===== src/design/idll_pkg.sv =====
`timescale 1ns / 1ps
// Shared types, codes and defaults for the indexed doubly linked list.
package idll_pkg;

    localparam int DEF_SLOTS       = 16;
    localparam int DEF_RECORD_BITS = 64;

    // a walk gives at most this many words
    localparam int RESULT_LIMIT = 16;
    localparam int WALK_W       = $clog2(RESULT_LIMIT);

    localparam logic [2:0] KIND_ADD_FIRST = 3'd0;
    localparam logic [2:0] KIND_ADD_AFTER = 3'd1;
    localparam logic [2:0] KIND_ADD_LAST  = 3'd2;
    localparam logic [2:0] KIND_DEL_FIRST = 3'd3;
    localparam logic [2:0] KIND_DEL_AFTER = 3'd4;
    localparam logic [2:0] KIND_DEL_LAST  = 3'd5;
    localparam logic [2:0] KIND_CLEAR     = 3'd6;
    localparam logic [2:0] KIND_WALK      = 3'd7;

    localparam logic [2:0] STAT_OK      = 3'd0;
    localparam logic [2:0] STAT_FULL    = 3'd1;
    localparam logic [2:0] STAT_EMPTY   = 3'd2;
    localparam logic [2:0] STAT_BAD_POS = 3'd3;
    localparam logic [2:0] STAT_NO_SUCC = 3'd4;

    typedef struct packed {
        logic [2:0]  kind;
        logic [3:0]  position;
        logic [63:0] payload;
    } in_word_t;

    typedef struct packed {
        logic [2:0]  status;
        logic [3:0]  slot;
        logic [63:0] element_data;
        logic [4:0]  count;
        logic        last;
    } out_word_t;

endpackage


===== src/design/idll_link_mem.sv =====
`timescale 1ns / 1ps
// Link memory: per slot a forward and a backward link, lane write enables.
module idll_link_mem #(
    parameter int SLOTS = 16,
    localparam int IDX_W  = $clog2(SLOTS),
    localparam int LINK_W = $clog2(SLOTS + 1)
) (
    input  logic              aclk,
    input  logic [1:0]        wr_en,     // [1] next lane, [0] prev lane
    input  logic [IDX_W-1:0]  wr_addr,
    input  logic [LINK_W-1:0] wr_next,
    input  logic [LINK_W-1:0] wr_prev,
    input  logic              rd_en,
    input  logic [IDX_W-1:0]  rd_addr,
    output logic [LINK_W-1:0] rd_next,
    output logic [LINK_W-1:0] rd_prev
);

    logic [1:0][LINK_W-1:0] mem [SLOTS];
    logic [1:0][LINK_W-1:0] rd_q_reg;

    always_ff @(posedge aclk) begin
        if (wr_en[1]) begin
            mem[wr_addr][1] <= wr_next;
        end
        if (wr_en[0]) begin
            mem[wr_addr][0] <= wr_prev;
        end
        // read data holds while no read is issued
        if (rd_en) begin
            rd_q_reg <= mem[rd_addr];
        end
    end

    assign rd_next = rd_q_reg[1];
    assign rd_prev = rd_q_reg[0];

endmodule


===== src/design/idll_rec_mem.sv =====
`timescale 1ns / 1ps
// Record memory: the payload kept in each slot.
module idll_rec_mem #(
    parameter int SLOTS       = 16,
    parameter int RECORD_BITS = 64,
    localparam int IDX_W = $clog2(SLOTS)
) (
    input  logic                   aclk,
    input  logic                   wr_en,
    input  logic [IDX_W-1:0]       wr_addr,
    input  logic [RECORD_BITS-1:0] wr_data,
    input  logic                   rd_en,
    input  logic [IDX_W-1:0]       rd_addr,
    output logic [RECORD_BITS-1:0] rd_data
);

    logic [RECORD_BITS-1:0] mem [SLOTS];
    logic [RECORD_BITS-1:0] rd_q_reg;

    always_ff @(posedge aclk) begin
        if (wr_en) begin
            mem[wr_addr] <= wr_data;
        end
        if (rd_en) begin
            rd_q_reg <= mem[rd_addr];
        end
    end

    assign rd_data = rd_q_reg;

endmodule


===== src/design/indexed_doubly_linked_list.sv =====
`timescale 1ns / 1ps
// Top level of the indexed doubly linked list: command sequencer and result register.
// A doubly linked list over SLOTS slots, kept in a link memory (forward and
// backward link per slot) and a record memory, both with one read and one
// write port and a registered read. Head, tail, element count and the in-use
// bits live in flip-flops; a new element takes the lowest free slot. Every
// command except a walk of a non-empty list gives one result word with last
// set. Commands are taken one at a time; s_ready is high only while the
// sequencer is idle, and a finished word may still sit in the output
// register when the next command is taken. Clear and commands that fail a
// check at decode go straight to the result. add_after first reads the
// successor of its position; an add then writes the new slot's links and
// record, the predecessor's forward link or head, and the successor's back
// link or tail (up to three link writes on the single write port). del_first
// and del_last read the victim's links, del_after the successor of its
// position and then its links (STAT_NO_SUCC if none); up to two link writes
// follow. A word still waiting in the output register delays the load until
// m_ready is high. The sequencer is idle again from the edge that loads the
// last word. A walk reads the head slot at decode, then gives one word per
// cycle while m_ready stays high, each next address coming straight from the
// link read of the slot just visited. No clearing pass is needed after reset
// or clear: links of free slots are always rewritten before they are read.
module indexed_doubly_linked_list #(
    parameter int SLOTS       = idll_pkg::DEF_SLOTS,
    parameter int RECORD_BITS = idll_pkg::DEF_RECORD_BITS
) (
    input  logic                aclk,
    input  logic                aresetn,
    input  logic                s_valid,
    output logic                s_ready,
    input  idll_pkg::in_word_t  s_data,
    output logic                m_valid,
    input  logic                m_ready,
    output idll_pkg::out_word_t m_data
);

    import idll_pkg::*;

    localparam int IDX_W  = $clog2(SLOTS);
    localparam int LINK_W = $clog2(SLOTS + 1);
    // link value meaning "none"; also the count of a full pool
    localparam logic [LINK_W-1:0] NONE_LINK = LINK_W'(SLOTS);

    localparam logic [3:0] ST_IDLE   = 4'd0;
    localparam logic [3:0] ST_DECODE = 4'd1;
    localparam logic [3:0] ST_INS_RD = 4'd2;   // add_after: fetch successor of position
    localparam logic [3:0] ST_INS_W1 = 4'd3;   // write links and record of new slot
    localparam logic [3:0] ST_INS_W2 = 4'd4;   // predecessor forward link, or head
    localparam logic [3:0] ST_INS_W3 = 4'd5;   // successor back link, or tail
    localparam logic [3:0] ST_DAF_RD = 4'd6;   // del_after: successor of position
    localparam logic [3:0] ST_DEL_W1 = 4'd7;   // links of victim ready; fix predecessor
    localparam logic [3:0] ST_DEL_W2 = 4'd8;   // fix successor
    localparam logic [3:0] ST_WALK   = 4'd9;
    localparam logic [3:0] ST_RESP   = 4'd10;

    logic [3:0]        state_reg, state_next;
    in_word_t          cmd_reg, cmd_next;
    logic [IDX_W-1:0]  n_reg, n_next;          // slot being allocated
    logic [IDX_W-1:0]  x_reg, x_next;          // slot being freed or visited
    logic [LINK_W-1:0] p_reg, p_next;          // predecessor link
    logic [LINK_W-1:0] q_reg, q_next;          // successor link
    logic [LINK_W-1:0] head_reg, head_next;
    logic [LINK_W-1:0] tail_reg, tail_next;
    logic [LINK_W-1:0] count_reg, count_next;
    logic [SLOTS-1:0]  in_use_reg, in_use_next;
    logic [WALK_W-1:0] walk_k_reg, walk_k_next;
    logic [2:0]        res_status_reg, res_status_next;
    logic [3:0]        res_slot_reg, res_slot_next;
    logic              m_valid_reg, m_valid_next;
    out_word_t         m_data_reg, m_data_next;

    // memory ports
    logic [1:0]             link_wr_en;
    logic [IDX_W-1:0]       link_wr_addr;
    logic [LINK_W-1:0]      link_wr_next;
    logic [LINK_W-1:0]      link_wr_prev;
    logic                   link_rd_en;
    logic [IDX_W-1:0]       link_rd_addr;
    logic [LINK_W-1:0]      rd_next;
    logic [LINK_W-1:0]      rd_prev;
    logic                   rec_wr_en;
    logic                   rec_rd_en;
    logic [IDX_W-1:0]       rec_rd_addr;
    logic [RECORD_BITS-1:0] rec_rd_data;

    logic [IDX_W-1:0]  pos_idx;
    logic              pos_ok;
    logic [IDX_W-1:0]  free_idx;
    logic              full;
    logic              out_free;
    logic              walk_fin;
    logic [LINK_W-1:0] victim;

    idll_link_mem #(
        .SLOTS (SLOTS)
    ) u_link_mem (
        .aclk    (aclk),
        .wr_en   (link_wr_en),
        .wr_addr (link_wr_addr),
        .wr_next (link_wr_next),
        .wr_prev (link_wr_prev),
        .rd_en   (link_rd_en),
        .rd_addr (link_rd_addr),
        .rd_next (rd_next),
        .rd_prev (rd_prev)
    );

    idll_rec_mem #(
        .SLOTS       (SLOTS),
        .RECORD_BITS (RECORD_BITS)
    ) u_rec_mem (
        .aclk    (aclk),
        .wr_en   (rec_wr_en),
        .wr_addr (n_reg),
        .wr_data (cmd_reg.payload[RECORD_BITS-1:0]),
        .rd_en   (rec_rd_en),
        .rd_addr (rec_rd_addr),
        .rd_data (rec_rd_data)
    );

    // position check: must name an existing, occupied slot
    assign pos_idx  = IDX_W'(cmd_reg.position);
    assign pos_ok   = (32'(cmd_reg.position) < 32'(SLOTS)) && in_use_reg[pos_idx];
    assign full     = (count_reg == NONE_LINK);
    assign out_free = !m_valid_reg || m_ready;
    assign walk_fin = (rd_next == NONE_LINK) || (walk_k_reg == WALK_W'(RESULT_LIMIT - 1));
    assign victim   = (cmd_reg.kind == KIND_DEL_FIRST) ? head_reg : tail_reg;

    // lowest free slot
    always_comb begin
        free_idx = '0;
        for (int i = SLOTS - 1; i >= 0; i--) begin
            if (!in_use_reg[i]) begin
                free_idx = IDX_W'(i);
            end
        end
    end

    always_comb begin
        state_next      = state_reg;
        cmd_next        = cmd_reg;
        n_next          = n_reg;
        x_next          = x_reg;
        p_next          = p_reg;
        q_next          = q_reg;
        head_next       = head_reg;
        tail_next       = tail_reg;
        count_next      = count_reg;
        in_use_next     = in_use_reg;
        walk_k_next     = walk_k_reg;
        res_status_next = res_status_reg;
        res_slot_next   = res_slot_reg;
        m_valid_next    = m_valid_reg && !m_ready;
        m_data_next     = m_data_reg;

        link_wr_en   = 2'b00;
        link_wr_addr = n_reg;
        link_wr_next = q_reg;
        link_wr_prev = p_reg;
        link_rd_en   = 1'b0;
        link_rd_addr = pos_idx;
        rec_wr_en    = 1'b0;
        rec_rd_en    = 1'b0;
        rec_rd_addr  = IDX_W'(head_reg);

        unique case (state_reg)
            ST_IDLE: begin
                if (s_valid) begin
                    cmd_next   = s_data;
                    state_next = ST_DECODE;
                end
            end

            ST_DECODE: begin
                res_slot_next = '0;
                unique case (cmd_reg.kind)
                    KIND_ADD_FIRST, KIND_ADD_AFTER, KIND_ADD_LAST: begin
                        n_next = free_idx;
                        // full pool wins over a bad position
                        if (full) begin
                            res_status_next = STAT_FULL;
                            state_next      = ST_RESP;
                        end else if (cmd_reg.kind == KIND_ADD_AFTER && !pos_ok) begin
                            res_status_next = STAT_BAD_POS;
                            state_next      = ST_RESP;
                        end else if (cmd_reg.kind == KIND_ADD_AFTER) begin
                            link_rd_en   = 1'b1;
                            link_rd_addr = pos_idx;
                            p_next       = LINK_W'(pos_idx);
                            state_next   = ST_INS_RD;
                        end else if (cmd_reg.kind == KIND_ADD_LAST && tail_reg != NONE_LINK) begin
                            p_next     = tail_reg;
                            q_next     = NONE_LINK;
                            state_next = ST_INS_W1;
                        end else begin
                            // add_first, or add_last on an empty list
                            p_next     = NONE_LINK;
                            q_next     = head_reg;
                            state_next = ST_INS_W1;
                        end
                    end
                    KIND_DEL_FIRST, KIND_DEL_LAST: begin
                        if (victim == NONE_LINK) begin
                            res_status_next = STAT_EMPTY;
                            state_next      = ST_RESP;
                        end else begin
                            x_next       = IDX_W'(victim);
                            link_rd_en   = 1'b1;
                            link_rd_addr = IDX_W'(victim);
                            state_next   = ST_DEL_W1;
                        end
                    end
                    KIND_DEL_AFTER: begin
                        if (!pos_ok) begin
                            res_status_next = STAT_BAD_POS;
                            state_next      = ST_RESP;
                        end else begin
                            link_rd_en   = 1'b1;
                            link_rd_addr = pos_idx;
                            state_next   = ST_DAF_RD;
                        end
                    end
                    KIND_CLEAR: begin
                        in_use_next     = '0;
                        head_next       = NONE_LINK;
                        tail_next       = NONE_LINK;
                        count_next      = '0;
                        res_status_next = STAT_OK;
                        state_next      = ST_RESP;
                    end
                    KIND_WALK: begin
                        if (head_reg == NONE_LINK) begin
                            res_status_next = STAT_EMPTY;
                            state_next      = ST_RESP;
                        end else begin
                            x_next       = IDX_W'(head_reg);
                            walk_k_next  = '0;
                            link_rd_en   = 1'b1;
                            link_rd_addr = IDX_W'(head_reg);
                            rec_rd_en    = 1'b1;
                            rec_rd_addr  = IDX_W'(head_reg);
                            state_next   = ST_WALK;
                        end
                    end
                    default: state_next = ST_IDLE;
                endcase
            end

            ST_INS_RD: begin
                q_next     = rd_next;
                state_next = ST_INS_W1;
            end

            ST_INS_W1: begin
                link_wr_en   = 2'b11;
                link_wr_addr = n_reg;
                link_wr_next = q_reg;
                link_wr_prev = p_reg;
                rec_wr_en    = 1'b1;
                state_next   = ST_INS_W2;
            end

            ST_INS_W2: begin
                if (p_reg != NONE_LINK) begin
                    link_wr_en   = 2'b10;
                    link_wr_addr = IDX_W'(p_reg);
                    link_wr_next = LINK_W'(n_reg);
                end else begin
                    head_next = LINK_W'(n_reg);
                end
                state_next = ST_INS_W3;
            end

            ST_INS_W3: begin
                if (q_reg != NONE_LINK) begin
                    link_wr_en   = 2'b01;
                    link_wr_addr = IDX_W'(q_reg);
                    link_wr_prev = LINK_W'(n_reg);
                end else begin
                    tail_next = LINK_W'(n_reg);
                end
                in_use_next[n_reg] = 1'b1;
                count_next         = count_reg + LINK_W'(1);
                res_status_next    = STAT_OK;
                res_slot_next      = 4'(n_reg);
                state_next         = ST_RESP;
            end

            ST_DAF_RD: begin
                if (rd_next == NONE_LINK) begin
                    res_status_next = STAT_NO_SUCC;
                    res_slot_next   = '0;
                    state_next      = ST_RESP;
                end else begin
                    x_next       = IDX_W'(rd_next);
                    link_rd_en   = 1'b1;
                    link_rd_addr = IDX_W'(rd_next);
                    state_next   = ST_DEL_W1;
                end
            end

            ST_DEL_W1: begin
                // victim's links are on the read port now
                p_next = rd_prev;
                q_next = rd_next;
                if (rd_prev != NONE_LINK) begin
                    link_wr_en   = 2'b10;
                    link_wr_addr = IDX_W'(rd_prev);
                    link_wr_next = rd_next;
                end else begin
                    head_next = rd_next;
                end
                state_next = ST_DEL_W2;
            end

            ST_DEL_W2: begin
                if (q_reg != NONE_LINK) begin
                    link_wr_en   = 2'b01;
                    link_wr_addr = IDX_W'(q_reg);
                    link_wr_prev = p_reg;
                end else begin
                    tail_next = p_reg;
                end
                in_use_next[x_reg] = 1'b0;
                count_next         = count_reg - LINK_W'(1);
                res_status_next    = STAT_OK;
                res_slot_next      = 4'(x_reg);
                state_next         = ST_RESP;
            end

            ST_WALK: begin
                // read data holds until the word can be loaded
                if (out_free) begin
                    m_valid_next              = 1'b1;
                    m_data_next.status        = STAT_OK;
                    m_data_next.slot          = 4'(x_reg);
                    m_data_next.element_data  = 64'(rec_rd_data);
                    m_data_next.count         = 5'(count_reg);
                    m_data_next.last          = walk_fin;
                    if (walk_fin) begin
                        state_next = ST_IDLE;
                    end else begin
                        x_next       = IDX_W'(rd_next);
                        walk_k_next  = walk_k_reg + WALK_W'(1);
                        link_rd_en   = 1'b1;
                        link_rd_addr = IDX_W'(rd_next);
                        rec_rd_en    = 1'b1;
                        rec_rd_addr  = IDX_W'(rd_next);
                    end
                end
            end

            ST_RESP: begin
                if (out_free) begin
                    m_valid_next             = 1'b1;
                    m_data_next.status       = res_status_reg;
                    m_data_next.slot         = res_slot_reg;
                    m_data_next.element_data = '0;
                    m_data_next.count        = 5'(count_reg);
                    m_data_next.last         = 1'b1;
                    state_next               = ST_IDLE;
                end
            end

            default: state_next = ST_IDLE;
        endcase
    end

    always_ff @(posedge aclk) begin
        if (!aresetn) begin
            state_reg   <= ST_IDLE;
            head_reg    <= NONE_LINK;
            tail_reg    <= NONE_LINK;
            count_reg   <= '0;
            in_use_reg  <= '0;
            m_valid_reg <= 1'b0;
        end else begin
            state_reg   <= state_next;
            head_reg    <= head_next;
            tail_reg    <= tail_next;
            count_reg   <= count_next;
            in_use_reg  <= in_use_next;
            m_valid_reg <= m_valid_next;
        end
    end

    always_ff @(posedge aclk) begin
        cmd_reg        <= cmd_next;
        n_reg          <= n_next;
        x_reg          <= x_next;
        p_reg          <= p_next;
        q_reg          <= q_next;
        walk_k_reg     <= walk_k_next;
        res_status_reg <= res_status_next;
        res_slot_reg   <= res_slot_next;
        m_data_reg     <= m_data_next;
    end

    assign s_ready = (state_reg == ST_IDLE);
    assign m_valid = m_valid_reg;
    assign m_data  = m_data_reg;

`ifndef ASSERT_OFF
    // element count tracks the in-use bits
    a_count_matches: assert property (@(posedge aclk) disable iff (!aresetn)
        count_reg == LINK_W'($countones(in_use_reg)))
        else $error("element count differs from number of used slots");

    // between commands head and tail agree with the count
    a_ends_consistent: assert property (@(posedge aclk) disable iff (!aresetn)
        (state_reg == ST_IDLE) |->
            (((head_reg == NONE_LINK) == (count_reg == '0)) &&
             ((tail_reg == NONE_LINK) == (count_reg == '0))))
        else $error("head or tail disagrees with element count");

    // allocation takes a free slot
    a_alloc_free: assert property (@(posedge aclk) disable iff (!aresetn)
        (state_reg == ST_INS_W3) |-> !in_use_reg[n_reg])
        else $error("allocated slot already in use");

    // deletion frees a used slot
    a_unlink_used: assert property (@(posedge aclk) disable iff (!aresetn)
        (state_reg == ST_DEL_W2) |-> in_use_reg[x_reg])
        else $error("freed slot was not in use");
`endif

endmodule

===== config.mk =====
export PLATFORM = sky130hd
export DESIGN_NAME = indexed_doubly_linked_list
export DESIGN_NICKNAME = d
export VERILOG_FILES = /design/src/design/idll_pkg.sv /design/src/design/idll_link_mem.sv /design/src/design/idll_rec_mem.sv /design/src/design/indexed_doubly_linked_list.sv
export SDC_FILE = /design/constraint.sdc
export NUM_CORES = 2
export LEC_CHECK = 0
export ABC_AREA = 1
export ABC_CLOCK_PERIOD_IN_PS = 13500
export BUFFER_PORTS_ARGS = -buffer_cell sky130_fd_sc_hd__buf_2
export CORE_MARGIN = 2
export CORE_UTILIZATION = 40
export CTS_CLUSTER_SIZE = 24
export DETAILED_ROUTE_END_ITERATION = 8
export MAX_ROUTING_LAYER = met4
export SLEW_MARGIN = 20
export SYNTH_ARGS = -nofsm -noshare
export SYNTH_HDL_FRONTEND = slang
export SYNTH_SLANG_ARGS = --single-unit

===== constraint.sdc =====
create_clock -name aclk -period 13.5 [get_ports aclk]
set_clock_uncertainty 0.1 [all_clocks]
set_input_delay 4.05 -clock aclk [delete_from_list [all_inputs] [get_ports aclk]]
set_output_delay 4.05 -clock aclk [all_outputs]
set_load 0.005 [all_outputs]

==> summary.txt <==
Synth
  • Synth Area in Simple Gates: 9.97%
  • Register bit total from synthesis: 1471
  • Register area share after synthesis: 74.9%
  • Post-synthesis mux area share: 0.0171%
  • Syn Area/Cell: 13.0 sq um
  • Post-Syn Instances: 4497
  • Yosys warnings: 0
  • Top_reg_cell synth: edfxtp_1
  • Post-Synthesis Cell Area: 0.0585 sq mm
  • Xor and xnor area share after synthesis: 0.0150%
  • Post-synth ARST share: 0%
  • Synth cell types: 51
  • Area share of fa/ha/maj cells after synthesis: 0.120%
  • Syn_nets: 4577
  • Post-synth EDFFs: 1435
  • Largest family of logic cells by synthesized area: compound AO/OA/AOI/OAI gates
  • Compound-Gate Fraction of Synth Area: 11.0%

Layout
  • Final core occ: 45.5%
  • Area grow syn2layout: 13.0%
  • Register area: 0.0438 sq mm
  • Max reg flops: 1024
  • Ratio of cells with drive above 1 in the final layout: 10.7%
  • Nets: 4677
  • Multi-input gate area: 0.0125 sq mm
  • Ant diodes: 0
  • Fillers: 12940

Clocking
  • Post-CTS Setup Bufs: 0
  • CTS resizes: 0
  • Clock input transition at the sequential cells of the worst setup and hold paths: 60 ps
  • Root buffer cell: clkbuf_16
  • Skew-Pair Late Insertion Delay: 800 ps
  • CTS sink cnt: 1471
  • Bufs on Longest Clock Path: 3
  • H-tree Lvls: 4
  • CTS tree: yes
  • Hold bufs inserted after CTS: 0
  • Num CTS Buffers: 156

Global routing
  • Pin count of the biggest net entering global routing: 302
  • Gr ovfl total: 0
  • Antenna violations before repair: 3
  • Overall Global Routing Usage: 21.1%
  • Met3 GRT Util: 3.98%
  • First-pass GRT wire length: 231 mm
  • GR peak layer: met2
  • GR Util met1: 28.4%
  • Met2 GRT Util: 32.6%
  • Vias in the first global route: 36131

Setup path
  • Crit path capture type: register
  • Critical R2R Launch: u_link_mem.rd_next[0]
  • Largest fanout on the critical path: 178
  • Kind of critical path: in -> reg
  • Worst r2r path cells: 14
  • Worst EP arrival: 8850 ps
  • Setup crit start kind: primary input
  • Crit path from: m_ready
  • WP data required: 14050 ps

Timing
  • Worst relative slew slack: 26.2%
  • Tmin final: 8300 ps
  • Tcrit/Tclk final: 61.5%
  • Accumulated negative setup slack: 0 ps
  • RSZ-0062 raised after global routing: no
  • Endpoints failing setup: 0
  • Worst Tran Pin Value: 1110 ps
  • Hold Fails Final Rpt: 0
  • Slew Limit Fails: 0
  • Maximum frequency from static timing analysis: 0.120 GHz

Hold path
  • Worst hold path class: reg -> reg
  • Hold Path Cell Cnt: 0
  • Worst hold start: count_reg[3]

Run status
  • Status: finished clean

Drt
  • Via density: 5.62
  • DRT Wirelength: 155 mm
  • Drt first pass iters: 6
  • Iteration-0 DRC Markers: 3737
  • Drt drc: 0
  • Vias post-DR: 37302
  • Drt wl/cell: 23.3 microns
  • Final ANT Viol Nets: 0

Placed design
  • GP Congestion: 0.919
  • Post-DP HPWL: 78.2 mm
  • PortBufs: 153

Floorplan
  • Chip Width: 386 microns
  • FP Rows: 140
  • Die area: 0.149 sq mm
  • Num ports: 154
  • Core area: 0.145 sq mm
  • Starting Density: 40.2%
  • Die height: 386 microns

Flow run
  • Number of max-cap violations: 0

Power and ir drop
  • Logic pwr share: 21.6%
  • Clock network power share: 32.1%
  • Power Internal: 8.70 mW
  • Leakage power: 22.3 nW
  • Max rail drop VDD: 0.130 mV
  • Total power draw: 12.8 mW
  • Sequential Power Share: 46.3%
  • Pwr dens: 194 mW/mm^2
  • Switching share of power: 32.2%
  • Switching power: 4.13 mW
## power groups by stage
stage	clock [mW]	combinational, mW	sequential [mW]
finish	4.11	2.77	5.94
CTS	4.19	2.77	5.94
floorplan	0	1.90	5.92
detailed placement	0	2.76	6.03
global placement	0	2.73	6.03
global route	4.38	3.09	5.99
## cells in the final DEF (no fill, tap or decap), types with 4 or more instances in the layout
master      count
edfxtp_1     1435
nor2_1        700
o21ai_0       541
nand2_1       391
inv_1         262
o221ai_1      189
nand3_1       183
clkbuf_16     158
buf_2         153
o22ai_1        98
o211ai_1       82
nand4_1        76
buf_4          69
a21oi_1        66
o21ai_1        41
dfxtp_1        36
clkinv_1       34
clkinv_2       32
clkbuf_1       30
nor2_4         12
nor3_1         11
a221oi_1        8
a211oi_1        7
bufinv_16       7
inv_2           6
or2_2           6
nor4_2          6
nor2_2          5
nand2_2         5
clkinvlp_4      5
clkinv_16       5
o21ai_4         4
inv_6           4
clkinv_8        4
a31oi_1         4
ha_1            4
## Yosys cell counts, types with 2 or more instances
cell	n	area share, %
nand3_1	183	1.6
o41ai_1	2	0.030
a211oi_1	7	0.090
ha_1	4	0.086
buf_1	7	0.045
nand4_1	76	0.81
buf_2	85	0.73
buf_4	25	0.32
o221ai_1	189	2.8
buf_6	6	0.12
nand2_2	4	0.043
o21ai_0	544	4.7
o211ai_1	82	1.1
or2_2	6	0.064
o22ai_1	98	1.0
dfxtp_1	36	1.2
nand3_2	2	0.034
a221oi_1	8	0.12
nand2_1	392	2.5
nor3_1	12	0.10
nor2_2	5	0.053
and2_1	3	0.032
edfxtp_1	1435	74
inv_1	262	1.7
a21oi_1	68	0.58
clkinv_1	3	0.019
a31oi_1	4	0.043
o21ai_1	40	0.34
clkbuf_1	161	1.0
a21boi_0	2	0.026
nor4_1	8	0.086
nor2_1	711	4.6
inv_2	9	0.058
## cells by family (layout without fill, tap and decap cells)
kind of cell,count (synthesis),count (layout)
DFF,1471,1471
adders and majority gates,5,5
and+or+nand+nor,1406,1406
xor gates and xnor gates,1,1
buffers and inverters,559,784
AOI/OAI and AO/OA,1054,1054
muxes,1,1
## per-stage QoR
step	setup slack (ps)	cell area (sq um)	hold WS [ps]	instances
after floorplan	5020	58500	360	4497
after global placement	4580	61100	402	6355
after detailed placement	4400	61100	404	6355
after CTS	5240	66100	418	6638
after global routing	4820	66100	447	6639
final	5200	66100	425	6639
## cell type report
class / instances / share of cell area [%]
clock buffers: 191 / 6.21
repair buffers: 226 / 2.07
inverters: 275 / 1.62
multi-input cells: 2467 / 18.9
flip-flops and latches: 1471 / 66.3
clock inverters: 92 / 1.25
well taps: 1917 / 3.63
## worst max-delay path: stages
cell and delay [ps]:
buf_2 90, nor2_1 270, inv_1 180, nand2_1 520, nand2_2 180, nand2_8 460, buf_4 660, buf_4 870
buf_12 580, o21ai_0 200, o221ai_1 260, o211ai_1 120, nand2_1 120
## metal layers
metal	share of wire, %	wire, microns
met1	43	65900
met5	0	0
met4	2.5	3830
met2	47	72700
met3	8.0	12400
## path summary, 6_finish.rpt
kind,to,slack [ps]
worst min register to register,m_data[4],420
worst min-delay path,m_data[4],420
worst max register to register,u_rec_mem.rd_data[1],7820
worst max-delay path,u_rec_mem.rd_data[1],5200
(Power assumes the default switching activity.)
